[src/hdl/udq_pkg.sv]
// Package for the URL query pair decoder: item and state types, byte constants, hex helpers.
`default_nettype none
package udq_pkg;

  localparam int MaxItems = 4;
  localparam int CntW     = 3;

  localparam logic [7:0] ChPct   = 8'h25;  // '%'
  localparam logic [7:0] ChPlus  = 8'h2B;  // '+'
  localparam logic [7:0] ChAmp   = 8'h26;  // '&'
  localparam logic [7:0] ChEq    = 8'h3D;  // '='
  localparam logic [7:0] ChSpace = 8'h20;  // ' '

  localparam logic [1:0] EscNone  = 2'd0;
  localparam logic [1:0] EscPct   = 2'd1;
  localparam logic [1:0] EscDigit = 2'd2;

  typedef struct packed {
    logic [7:0] data_byte;
    logic       byte_present;
    logic       in_value;
    logic       pair_done;
    logic       query_done;
    logic       run_end;
  } item_t;

  typedef struct packed {
    logic       value_phase;
    logic [1:0] escape_stage;
    logic [7:0] held_digit;
    logic       segment_open;
  } dec_state_t;

  function automatic logic is_hex(input logic [7:0] c);
    is_hex = (c >= 8'h30 && c <= 8'h39) || (c >= 8'h61 && c <= 8'h66) ||
             (c >= 8'h41 && c <= 8'h46);
  endfunction

  function automatic logic [3:0] hex_nib(input logic [7:0] c);
    logic [7:0] v;
    if (c >= 8'h30 && c <= 8'h39) v = c - 8'h30;
    else if (c >= 8'h61 && c <= 8'h66) v = c - 8'h57;
    else if (c >= 8'h41 && c <= 8'h46) v = c - 8'h37;
    else v = 8'h00;
    hex_nib = v[3:0];
  endfunction

  function automatic item_t mk_item(input logic [7:0] b, input logic pres,
                                    input logic inv, input logic pair);
    item_t it;
    it.data_byte    = b;
    it.byte_present = pres;
    it.in_value     = inv;
    it.pair_done    = pair;
    it.query_done   = 1'b0;
    it.run_end      = 1'b0;
    mk_item = it;
  endfunction

endpackage
`default_nettype wire

[src/hdl/url_query_pair_decoder.sv]
// Latency: the first result of a byte is offered the cycle after the byte is accepted.
// Throughput: one result beat per cycle while out_ready is high; a byte giving k results (0..4)
// holds the input until its last result leaves, so bytes giving one result each flow at one
// byte per cycle. Bytes that give no result (start of an escape, '=' after a key) never hold it.
// Reset (rst_n low, synchronous) empties the result buffer and returns the parser to key state.
`default_nettype none
module url_query_pair_decoder
  import udq_pkg::*;
(
  input  wire logic       clk,
  input  wire logic       rst_n,
  input  wire logic       in_valid,
  output logic            in_ready,
  input  wire logic [7:0] in_query_byte,
  input  wire logic       in_is_last,
  output logic            out_valid,
  input  wire logic       out_ready,
  output logic [7:0]      out_data_byte,
  output logic            out_byte_present,
  output logic            out_in_value,
  output logic            out_pair_done,
  output logic            out_query_done,
  output logic            out_run_end
);

  dec_state_t           state_r, state_nxt;
  item_t [MaxItems-1:0] dec_items;
  logic [CntW-1:0]      dec_count;
  logic                 accept;
  logic                 can_load;
  item_t                cur_item;

  udq_decode u_decode (
    .query_byte (in_query_byte),
    .is_last    (in_is_last),
    .cur        (state_r),
    .nxt        (state_nxt),
    .items      (dec_items),
    .count      (dec_count)
  );

  assign in_ready = can_load;
  assign accept   = in_valid && can_load;

  always_ff @(posedge clk) begin
    if (!rst_n)      state_r <= '0;
    else if (accept) state_r <= state_nxt;
  end

  udq_outbuf u_outbuf (
    .clk        (clk),
    .rst_n      (rst_n),
    .load       (accept),
    .load_items (dec_items),
    .load_count (dec_count),
    .can_load   (can_load),
    .out_valid  (out_valid),
    .out_ready  (out_ready),
    .out_item   (cur_item)
  );

  assign out_data_byte    = cur_item.data_byte;
  assign out_byte_present = cur_item.byte_present;
  assign out_in_value     = cur_item.in_value;
  assign out_pair_done    = cur_item.pair_done;
  assign out_query_done   = cur_item.query_done;
  assign out_run_end      = cur_item.run_end;

endmodule
`default_nettype wire

[src/hdl/udq_decode.sv]
// Combinational decode of one query byte into up to four result items and the next state.
`default_nettype none
module udq_decode
  import udq_pkg::*;
(
  input  wire logic [7:0]    query_byte,
  input  wire logic          is_last,
  input  wire dec_state_t    cur,
  output dec_state_t         nxt,
  output item_t [MaxItems-1:0] items,
  output logic [CntW-1:0]    count
);

  always_comb begin
    dec_state_t st;
    item_t [MaxItems-1:0] it;
    logic [CntW-1:0] n;
    logic [CntW-1:0] nm1;
    logic consumed;
    logic h_ok;

    st       = cur;
    it       = '0;
    n        = '0;
    consumed = 1'b0;
    h_ok     = is_hex(query_byte);

    // pending escape from earlier beats
    case (cur.escape_stage)
      EscPct: begin
        if (h_ok) begin
          st.held_digit   = query_byte;
          st.escape_stage = EscDigit;
          consumed        = 1'b1;
        end else begin
          it[n[1:0]] = mk_item(ChPct, 1'b1, st.value_phase, 1'b0);
          n = n + 1'b1;
          st.escape_stage = EscNone;
          st.held_digit   = '0;
        end
      end
      EscDigit: begin
        if (h_ok) begin
          it[n[1:0]] = mk_item({hex_nib(cur.held_digit), hex_nib(query_byte)},
                               1'b1, st.value_phase, 1'b0);
          n = n + 1'b1;
          consumed = 1'b1;
        end else begin
          it[n[1:0]] = mk_item(ChPct, 1'b1, st.value_phase, 1'b0);
          n = n + 1'b1;
          it[n[1:0]] = mk_item(cur.held_digit, 1'b1, st.value_phase, 1'b0);
          n = n + 1'b1;
        end
        st.escape_stage = EscNone;
        st.held_digit   = '0;
      end
      default: st.escape_stage = EscNone;
    endcase

    if (!consumed) begin
      if (query_byte == ChAmp) begin
        if (st.segment_open) begin
          it[n[1:0]] = mk_item(8'h00, 1'b0, 1'b0, 1'b1);
          n = n + 1'b1;
        end
        st.value_phase  = 1'b0;
        st.segment_open = 1'b0;
      end else if (query_byte == ChEq && !st.value_phase) begin
        st.value_phase  = 1'b1;
        st.segment_open = 1'b1;
      end else begin
        st.segment_open = 1'b1;
        if (query_byte == ChPct) begin
          st.escape_stage = EscPct;
          st.held_digit   = '0;
        end else begin
          it[n[1:0]] = mk_item((query_byte == ChPlus) ? ChSpace : query_byte,
                               1'b1, st.value_phase, 1'b0);
          n = n + 1'b1;
        end
      end
    end

    if (is_last) begin
      // cut-off escape goes out literally, then the open pair is closed
      if (st.escape_stage == EscPct || st.escape_stage == EscDigit) begin
        it[n[1:0]] = mk_item(ChPct, 1'b1, st.value_phase, 1'b0);
        n = n + 1'b1;
      end
      if (st.escape_stage == EscDigit) begin
        it[n[1:0]] = mk_item(st.held_digit, 1'b1, st.value_phase, 1'b0);
        n = n + 1'b1;
      end
      if (st.segment_open) begin
        it[n[1:0]] = mk_item(8'h00, 1'b0, 1'b0, 1'b1);
        n = n + 1'b1;
      end
      if (n == '0) begin
        it[n[1:0]] = mk_item(8'h00, 1'b0, 1'b0, 1'b0);
        n = n + 1'b1;
      end
      nm1 = n - 1'b1;
      it[nm1[1:0]].query_done = 1'b1;
      st = '0;
    end

    nm1 = n - 1'b1;
    if (n != '0) it[nm1[1:0]].run_end = 1'b1;

    nxt   = st;
    items = it;
    count = n;
  end

endmodule
`default_nettype wire

[src/hdl/udq_outbuf.sv]
// Result buffer: holds the items of one byte and hands them out one beat per cycle while out_ready is high.
`default_nettype none
module udq_outbuf
  import udq_pkg::*;
(
  input  wire logic                 clk,
  input  wire logic                 rst_n,
  input  wire logic                 load,
  input  wire item_t [MaxItems-1:0] load_items,
  input  wire logic [CntW-1:0]      load_count,
  output logic                      can_load,
  output logic                      out_valid,
  input  wire logic                 out_ready,
  output item_t                     out_item
);

  item_t [MaxItems-1:0] items_r, items_nxt;
  logic [CntW-1:0]      rem_r, rem_nxt;
  logic                 pop;

  assign out_valid = (rem_r != '0);
  assign pop       = out_valid && out_ready;
  // free now, or the last held beat leaves this cycle
  assign can_load  = (rem_r == '0) || ((rem_r == CntW'(1)) && out_ready);
  assign out_item  = items_r[0];

  always_comb begin
    items_nxt = items_r;
    rem_nxt   = rem_r;
    if (load) begin
      items_nxt = load_items;
      rem_nxt   = load_count;
    end else if (pop) begin
      for (int i = 0; i < MaxItems - 1; i++) items_nxt[i] = items_r[i+1];
      rem_nxt = rem_r - 1'b1;
    end
  end

  always_ff @(posedge clk) begin
    items_r <= items_nxt;
    if (!rst_n) rem_r <= '0;
    else        rem_r <= rem_nxt;
  end

endmodule
`default_nettype wire
[config.mk]
export PLATFORM = sky130hd
export DESIGN_NAME = url_query_pair_decoder
export DESIGN_NICKNAME = d
export VERILOG_FILES = /design/src/hdl/udq_pkg.sv /design/src/hdl/url_query_pair_decoder.sv /design/src/hdl/udq_decode.sv /design/src/hdl/udq_outbuf.sv
export SDC_FILE = /design/constraint.sdc
export NUM_CORES = 1
export LEC_CHECK = 0
export BUFFER_PORTS_ARGS = -buffer_cell sky130_fd_sc_hd__buf_2
export CAP_MARGIN = 20
export CORE_ASPECT_RATIO = 1.5
export CORE_MARGIN = 2
export CORE_UTILIZATION = 38
export CTS_BUF_LIST = sky130_fd_sc_hd__clkbuf_16
export DETAILED_ROUTE_END_ITERATION = 10
export GPL_TIMING_DRIVEN = 0
export PLACE_DENSITY = 0.6
export SKIP_LAST_GASP = 1
export SYNTH_ARGS = -nofsm -noshare
export SYNTH_HDL_FRONTEND = slang
export SYNTH_SLANG_ARGS = --single-unit
[constraint.sdc]
create_clock -name clk -period 8.5 [get_ports clk]
set_input_delay 1.7 -clock clk [delete_from_list [all_inputs] [get_ports clk]]
set_output_delay 1.7 -clock clk [all_outputs]
set_load 0.1 [all_outputs]
== Yosys cells after proc, flatten, opt, wreduce, memory -nomap -nowiden ==
Cells that the tools add are included.

* Bits of input ports: 13
* Bits in registers: 67
* Logic and storage cells: 194
* Output and inout bits: 15

* Order comparisons: 26
* Bitwise gates (word level): 8
* Eq/ne operators: 9
* Muxes and demuxes: 80
* Reduce and logical (&&, ||, !) cells: 28
* Add/sub/neg operators: 14

{| class="wikitable"
|+ Operators by type and width
! kind !! count
|-
| $mux W52 || 15
|-
| $bwmux W52 || 5
|-
| $demux W13 S2 || 7
|-
| $mux W13 || 8
|-
| $not A48 Y48 || 2
|-
| $mux W39 || 2
|-
| $and A52 B52 Y52 || 1
|-
| $not A52 Y52 || 1
|-
| $and A24 B48 Y48 || 1
|-
| $and A48 B48 Y48 || 1
|-
| $mux W3 || 16
|-
| $mux W10 || 4
|-
| $eq A8 B6 Y1 const B || 4
|-
| $ge A8 B7 Y1 const B || 4
|-
| $le A8 B7 Y1 const B || 4
|-
| $pmux W13 S2 || 1
|-
| $mux W12 || 2
|-
| $mux W4 || 6
|-
| $lt A2 B3 Y1 const B || 7
|-
| $logic_and A1 B1 Y1 || 17
|-
| $ge A8 B6 Y1 const B || 2
|-
| $le A8 B6 Y1 const B || 2
|-
| $pmux W8 S2 || 1
|-
| $sub A4 B3 Y4 const B || 4
|-
| other kinds (21) || 48
|}

== Longest topological paths before layout ==
Gate-level depths: netlist of run 1.

* Word-level depth: 33
* Mapped depth: 25
* Depth with buffers taken out: 24

== By module ==
Synthesis of run 1 repeated with hierarchy kept, for this count alone.

* Cells, all modules: 636
* Area, all modules: 5,804.3 sq um

{| class="wikitable"
|+ Modules (own cells, without submodules)
! module !! area each (sq um) !! cells an instance !! times used !! sequential area each (sq um)
|-
| udq_decode || 2,909.0 || 445 || 1 || 0.0
|-
| udq_outbuf || 2,388.5 || 137 || 1 || 1,621.6
|-
| url_query_pair_decoder || 506.7 || 54 || 1 || 240.2
|}

== Worst setup path after synthesis of run 1 ==
No wires, ideal clock.

* Path type: input port to flip-flop
* Start point: input in_query_byte[1]
* End point: register u_outbuf.items_r[13] (netlist bit), data pin
* Path slack: 1,760 ps
* Buffers on the path: 1
* Cell stages on the path: 25
* Library setup time: 256 ps
* Required time: 8,244 ps
* Arrival time: 6,484 ps
* Path through: inv_1 ha_1 or3b_4 and3_4 nor2_2 nand2_1 o21a_1 ha_1 a31oi_4 ha_1 nor2_1 a21o_1 inv_1 xnor2_1 ha_1 mux2i_1 o31a_1 ha_1 clkbuf_1 inv_1 nor4_1 a211oi_4 xnor2_2 a21o_1 a22o_1

{| class="wikitable"
|+ RTL lines
! element !! RTL line !! source
|-
| start, declared || url_query_pair_decoder.sv:14 || <nowiki>input wire logic [7:0] in_query_byte,</nowiki>
|-
| end signal, assigned || udq_outbuf.sv:40 || <nowiki>items_r <= items_nxt;</nowiki>
|-
| end, declared || udq_outbuf.sv:17 || <nowiki>item_t [MaxItems-1:0] items_r, items_nxt;</nowiki>
|}

==> flow_metrics.env, run 1 <==
export IMPL_worstReg2RegEnd="u_outbuf.out_item[12]"
export IMPL_p_seq_frac=0.326
export IMPL_dr_pass1_iters=5
export IMPL_finalHoldViolCount=0
export IMPL_fmax_ghz=0.127
export IMPL_wl_per_cell_um=23.4
export IMPL_async_flop_share=0
export IMPL_pre_cts_slack_ns=0.469
export IMPL_ant_nets=0
export IMPL_hold_depth=2
export IMPL_die_area_um2=14900
export IMPL_utilization=0.440
export IMPL_outcome="finished clean"
export IMPL_cts_htree_levels=3
export IMPL_holdCritStartpoint="u_outbuf.items_r[30]"
export IMPL_power_frac_clock=0.236
export IMPL_clk_pin_slew_worst_paths_ns=0.07
export IMPL_crit_top_cell="ha_1"
export IMPL_nFillCells=1312
export IMPL_slew_headroom=0.307
export IMPL_r2r_slack_ns=2.49
export IMPL_holdBufCountCts=0
export IMPL_tightest_slew_ns=1.03
export IMPL_skew_ns=0.0159
export IMPL_avgSynthCellArea_um2=8.96
export IMPL_critPathMaxFanout=10
export IMPL_io_buffers=23
export IMPL_hold_end="u_outbuf.items_r[17]"
export IMPL_avgViaCountPerCell=6.33
export IMPL_cp_arrival_ns=7.90
export IMPL_rsz0062_at_grt="no"
export IMPL_area_growth_pct=12.7
export IMPL_die_h_um=149
export IMPL_netlist_instances=592
export IMPL_totalWireLength_mm=18.6
export IMPL_place_area_um2=5620
export IMPL_cts_buffers=9
export IMPL_cts_tree="yes"
export IMPL_fin_crit_sh=0.926
export IMPL_final_setup_viol_count=0
export IMPL_io_pins=28
export IMPL_yosysWarnings=0
export IMPL_initial_core_util=0.390
export IMPL_clock_root_buffer="clkbuf_16"
export IMPL_finalMaxSlewViolations=0
export IMPL_p_comb_frac=0.438
export IMPL_setup_tns_final_ns=0
export IMPL_vias=5032
export IMPL_cp_required_ns=8.53
export IMPL_cap_viol_max_count=0
export IMPL_r2r_cells=22
export IMPL_hp_class="reg2reg"
export IMPL_cpMaxStageDelayCell="o21ai_0"
export IMPL_yosys_register_bits=67
export IMPL_clock_sinks=67
export IMPL_synth_edf_count=52
export IMPL_p_switching_mw=0.794
export IMPL_multiInputGateArea_um2=3120
export IMPL_timing_final_crit_period_ns=7.87
export IMPL_drc=0
export IMPL_grt_pass1_vias=4949
export IMPL_drtIter0Drc=482
export IMPL_fin_nets=677
export IMPL_antennaDiodeCount=0
export IMPL_die_width_um=100
export IMPL_p_int_mw=0.983
export IMPL_critPathKind="in2reg"
export IMPL_syn_nets=641
export IMPL_antenna_found_initial=0
export IMPL_seq_area_um2=1860
export IMPL_row_count=52
export IMPL_cts_resized=0
export IMPL_start_kind="input port"
export IMPL_max_stage_delay_ns=0.74
export IMPL_final_area_um2=5980
export IMPL_max_vdd_ir_drop_uv=372
export IMPL_yosysSeqAreaShare=0.351
export IMPL_leakage_nw=2.31
export IMPL_reg2reg_from="state_r[9]"
export IMPL_critPathCaptureType="flop"
export IMPL_track_usage=0.254
export IMPL_clockBufferDepth=2
export IMPL_grt_max_degree=46
export IMPL_drive_above_1_share=0.128
export IMPL_place_hpwl_mm=14.1
export IMPL_core_um2=13600
export IMPL_overflow=0
export IMPL_gp_congestion=0.964
export IMPL_netlist_area_um2=5310
export IMPL_synth_flop_cell="edfxtp_1"
export IMPL_ys_types=80
export IMPL_swShare=0.447
export IMPL_grt_pass1_wl_mm=28.3
export IMPL_cellPowerDensity_nw_per_um2=297
export IMPL_postCtsSetupBuffers=0
export IMPL_postLayoutSetupSlackWorst_ns=0.626
export IMPL_clk_latency_ns=0.34
[per-stage QoR]
stage / hold WS, ns / std cells / total power, mW
floorplan: 0.495 / 592 / 1.19
global placement: 0.504 / 777 / 1.35
detailed placement: 0.508 / 777 / 1.36
CTS: 0.519 / 793 / 1.78
global route: 0.555 / 795 / 1.86
finish: 0.528 / 795 / 1.78
[layer usage]
layer | share of wire | global-route usage
met1 | 0.35 | 0.272
met2 | 0.51 | 0.449
met3 | 0.060 | 0.0418
met4 | 0.080 | 0.177
met5 | 0 | 0
[power groups by stage]
stage / Combinational, mW / Clock (mW) / Sequential [mW]
after floorplan: 0.519 / 0 / 0.668
after global placement: 0.762 / 0 / 0.583
after detailed placement: 0.771 / 0 / 0.587
after CTS: 0.774 / 0.421 / 0.581
after global routing: 0.826 / 0.437 / 0.593
final: 0.778 / 0.419 / 0.579
[worst max-delay path by stage]
stage                      from                    end  slack (ns)  cells after the start
6_report       in_query_byte[1]  u_outbuf.out_item[12]        0.63                     26
5_1_grt        in_query_byte[1]  u_outbuf.out_item[12]        0.21                     26
4_1_cts        in_query_byte[1]  u_outbuf.out_item[12]        0.79                     26
3_5_place_dp   in_query_byte[1]  u_outbuf.out_item[12]        0.47                     26
3_3_place_gp   in_query_byte[1]  u_outbuf.out_item[12]        0.54                     26
2_1_floorplan  in_query_byte[1]   u_outbuf.items_r[13]        1.76                     25
[worst max-delay path: cells and delay by family]
kind	cells	cell delay (ns)
simple gates	8	1.86
buf+inv	5	0.81
fa+ha+maj	5	1.32
xor+xnor	1	0.29
compound gates	6	1.80
mux	1	0.13
[cell families after synthesis]
group / synth area share
fa+ha+maj: 0.0849
buf+inv: 0.0618
xor+xnor: 0.0191
compound gates: 0.276
mux: 0.0116
flops: 0.351
simple gates: 0.196
[registers in the layout, indices dropped and copies added, names as in the netlist]
signal             flops
u_outbuf.out_item     13
u_outbuf.rem_r         3
u_outbuf.items_r      39
state_r               12
[cell type report]
type,instances,share of cell area
timing repair buffer,25,0.0239
clock buffer,9,0.0377
clock inverter,7,0.0170
sequential,67,0.311
buffer,40,0.0335
tap,162,0.0339
multi-input combinational,451,0.521
inverter,34,0.0214
[synthesized netlist by cell type (all sizes together), types with 9 or more instances]
cell	n	area share
nor2	51	0.037
buf	17	0.021
o221ai	9	0.015
nor2b	16	0.019
edfxtp	52	0.29
a32o	9	0.017
nand3	16	0.015
clkbuf	23	0.016
a21oi	42	0.042
a31oi	11	0.016
a22oi	13	0.018
and3	11	0.015
dfxtp	15	0.057
o21ai	46	0.048
nand2	60	0.042
ha	36	0.085
inv	33	0.023
nor3	10	0.010
and2	9	0.011
[cell usage in the layout, fill, tap and decap left out, drive strengths merged, types with 3 or more instances in the layout]
cell,n
a41oi,4
o21a,8
and3,11
nor2,51
ha,36
o21ai,46
a221oi,6
o21bai,3
nor2b,16
o221ai,9
edfxtp,52
o211a,3
a21o,3
and2,9
nand2,60
a22o,8
nor3,10
dfxtp,15
nor4,3
o211ai,3
clkbuf,32
a31oi,11
nand4,5
a211oi,5
mux2,3
nand3,16
a21oi,42
nand2b,3
xnor2,6
buf,41
o22ai,7
a32o,9
a22oi,13
nor4b,4
clkinv,4
a32oi,7
inv,34
Note: power is estimated with default switching activity, not from simulation.
==> run 2: changes to the inputs <==
ABC_CLOCK_PERIOD_IN_PS = 8500   (was unset)
CORE_ASPECT_RATIO = 1.75   (was 1.5)
RECOVER_POWER = 25   (was unset)
==> run 2 against run 1 <==
  * The flow now finishes with violations (capacitance limit, slew limit)
  * Clock-buffer cell count is the same
  * Largest power group unchanged
  * Non-clock buffer count is the same
  * Final cell count grew 1.9%
  * Utilization shrank 0.53 points
  * Flip-flop and latch count is the same
==> flow_metrics.env, run 2 (synthesis gave the netlist of run 1 again) <==
export IMPL_outcome="complete, but fails checks"
export IMPL_violations="capacitance limit, slew limit"
export IMPL_die_width_um=93.3
export IMPL_hp_class="reg2reg"
export IMPL_cts_resized=0
export IMPL_tightest_slew_ns=1.89
export IMPL_critPathKind="in2reg"
export IMPL_rsz0062_at_grt="no"
export IMPL_cap_viol_max_count=1
export IMPL_cp_arrival_ns=7.85
export IMPL_clk_pin_slew_worst_paths_ns=0.06
export IMPL_holdCritStartpoint="u_outbuf.items_r[43]"
export IMPL_utilization=0.434
export IMPL_cts_tree="yes"
export IMPL_leakage_nw=2.27
export IMPL_pre_cts_slack_ns=0.435
export IMPL_setup_worst_path_start="in_query_byte[1]"
export IMPL_start_kind="input port"
export IMPL_grt_pass1_vias=5131
export IMPL_place_hpwl_mm=14.7
export IMPL_drtIter0Drc=436
export IMPL_ant_nets=0
export IMPL_final_cell_mix="nand2_1 (60), edfxtp_1 (52), nor2_1 (50)"
export IMPL_setup_tns_final_ns=0
export IMPL_p_seq_frac=0.327
export IMPL_antenna_found_initial=0
export IMPL_p_int_mw=0.981
export IMPL_dr_pass1_iters=5
export IMPL_p_switching_mw=0.797
export IMPL_totalWireLength_mm=19.2
export IMPL_postLayoutSetupSlackWorst_ns=0.696
export IMPL_clock_root_buffer="clkbuf_16"
export IMPL_path_delay_family="simple AND/OR/NAND/NOR gates"
export IMPL_clockBufferDepth=2
export IMPL_top_register="u_outbuf.items_r"
export IMPL_gp_congestion=0.949
export IMPL_final_common_cell="nand2_1"
export IMPL_largest_register_ffs=39
export IMPL_wl_per_cell_um=23.7
export IMPL_postCtsSetupBuffers=0
export IMPL_grt_max_degree=46
export IMPL_reg2reg_from="state_r[9]"
export IMPL_avgViaCountPerCell=6.18
export IMPL_holdBufCountCts=0
export IMPL_crit_top_cell="ha_1"
export IMPL_antennaDiodeCount=0
export IMPL_die_h_um=160
export IMPL_max_vdd_ir_drop_uv=444
export IMPL_fin_crit_sh=0.918
export IMPL_core_um2=13800
export IMPL_area_growth_pct=12.7
export IMPL_power_frac_clock=0.236
export IMPL_critPathMaxFanout=10
export IMPL_finalHoldViolCount=0
export IMPL_timing_final_crit_period_ns=7.80
export IMPL_overflow=0
export IMPL_max_stage_delay_ns=0.71
export IMPL_cellPowerDensity_nw_per_um2=297
export IMPL_cts_htree_levels=3
export IMPL_p_comb_frac=0.437
export IMPL_fin_hold_ws_ns=0.529
export IMPL_cp_required_ns=8.55
export IMPL_clock_sinks=67
export IMPL_io_pins=28
export IMPL_row_count=57
export IMPL_cpMaxStageDelayCell="o21ai_0"
export IMPL_die_area_um2=15000
export IMPL_final_setup_viol_count=0
export IMPL_grt_pass1_wl_mm=29.2
export IMPL_finalMaxSlewViolations=46
export IMPL_cts_buffers=9
export IMPL_slew_headroom=-0.257
export IMPL_drive_above_1_share=0.117
export IMPL_io_buffers=23
export IMPL_placed_cells=794
export IMPL_critPathCaptureType="flop"
export IMPL_fin_nets=677
export IMPL_crit_buf_inv=5
export IMPL_fmax_ghz=0.128
export IMPL_vias=5005
export IMPL_final_cells=810
export IMPL_track_usage=0.262
export IMPL_drc=0
export IMPL_skew_ns=0.00625
export IMPL_swShare=0.448
export IMPL_initial_core_util=0.385
export IMPL_clk_latency_ns=0.34
run 2: area by class of cell:
type                            count  area, um^2
Timing Repair Buffer               25         126
Sequential cell                    67        1860
Tap cell                          177         221
Clock buffer                        9         225
Multi-Input combinational cell    451        3120
Buffer                             40         200
Clock inverter                      7        98.8
Inverter                           34         128
Fill cell                        1376        7790
run 2: path summary, 6_finish.rpt:
kind	end	slack (ns)	depth (start not counted)
hold / removal	u_outbuf.items_r[30]	0.53	2
hold reg to reg	u_outbuf.items_r[30]	0.53	2
setup / recovery	u_outbuf.out_item[12]	0.70	26
setup reg to reg	u_outbuf.out_item[12]	2.58	22
run 2: worst register-to-register path: stages, from the launching register on:
cell	delay [ns]
dfxtp_1	0.37
ha_1	0.21
clkbuf_1	0.40
nand2_1	0.13
o21a_1	0.18
ha_1	0.34
a31oi_4	0.22
ha_1	0.27
nor2_1	0.09
a21o_1	0.17
inv_1	0.11
xnor2_1	0.28
ha_1	0.29
mux2i_1	0.13
o31a_1	0.22
ha_1	0.16
clkbuf_1	0.29
inv_1	0.14
nor4_4	0.35
nor2_1	0.14
nor3b_1	0.17
o21ai_0	0.71
o221ai_1	0.25
run 2: power by group through the flow:
| stage | logic [mW] | registers (mW) | clock network [mW] |
|---|---|---|---|
| after global placement | 0.762 | 0.583 | 0 |
| after detailed placement | 0.781 | 0.586 | 0 |
| after CTS | 0.783 | 0.580 | 0.422 |
| after floorplan | 0.519 | 0.668 | 0 |
| final | 0.777 | 0.582 | 0.419 |
| after global routing | 0.826 | 0.594 | 0.434 |
run 2: per-stage QoR:
| step | total power, mW | area [um^2] |
|---|---|---|
| floorplan | 1.19 | 5310 |
| global placement | 1.34 | 5640 |
| detailed placement | 1.37 | 5660 |
| CTS | 1.79 | 5980 |
| global route | 1.85 | 5980 |
| finish | 1.78 | 5980 |
run 2: routing by layer:
metal	up-vias	global-route usage	wire length, um
met2	241	0.479	10200
met1	2391	0.263	6660
met3	85	0.0352	803
li1	2288	-	-
met4	0	0.188	1520
met5	-	0	0
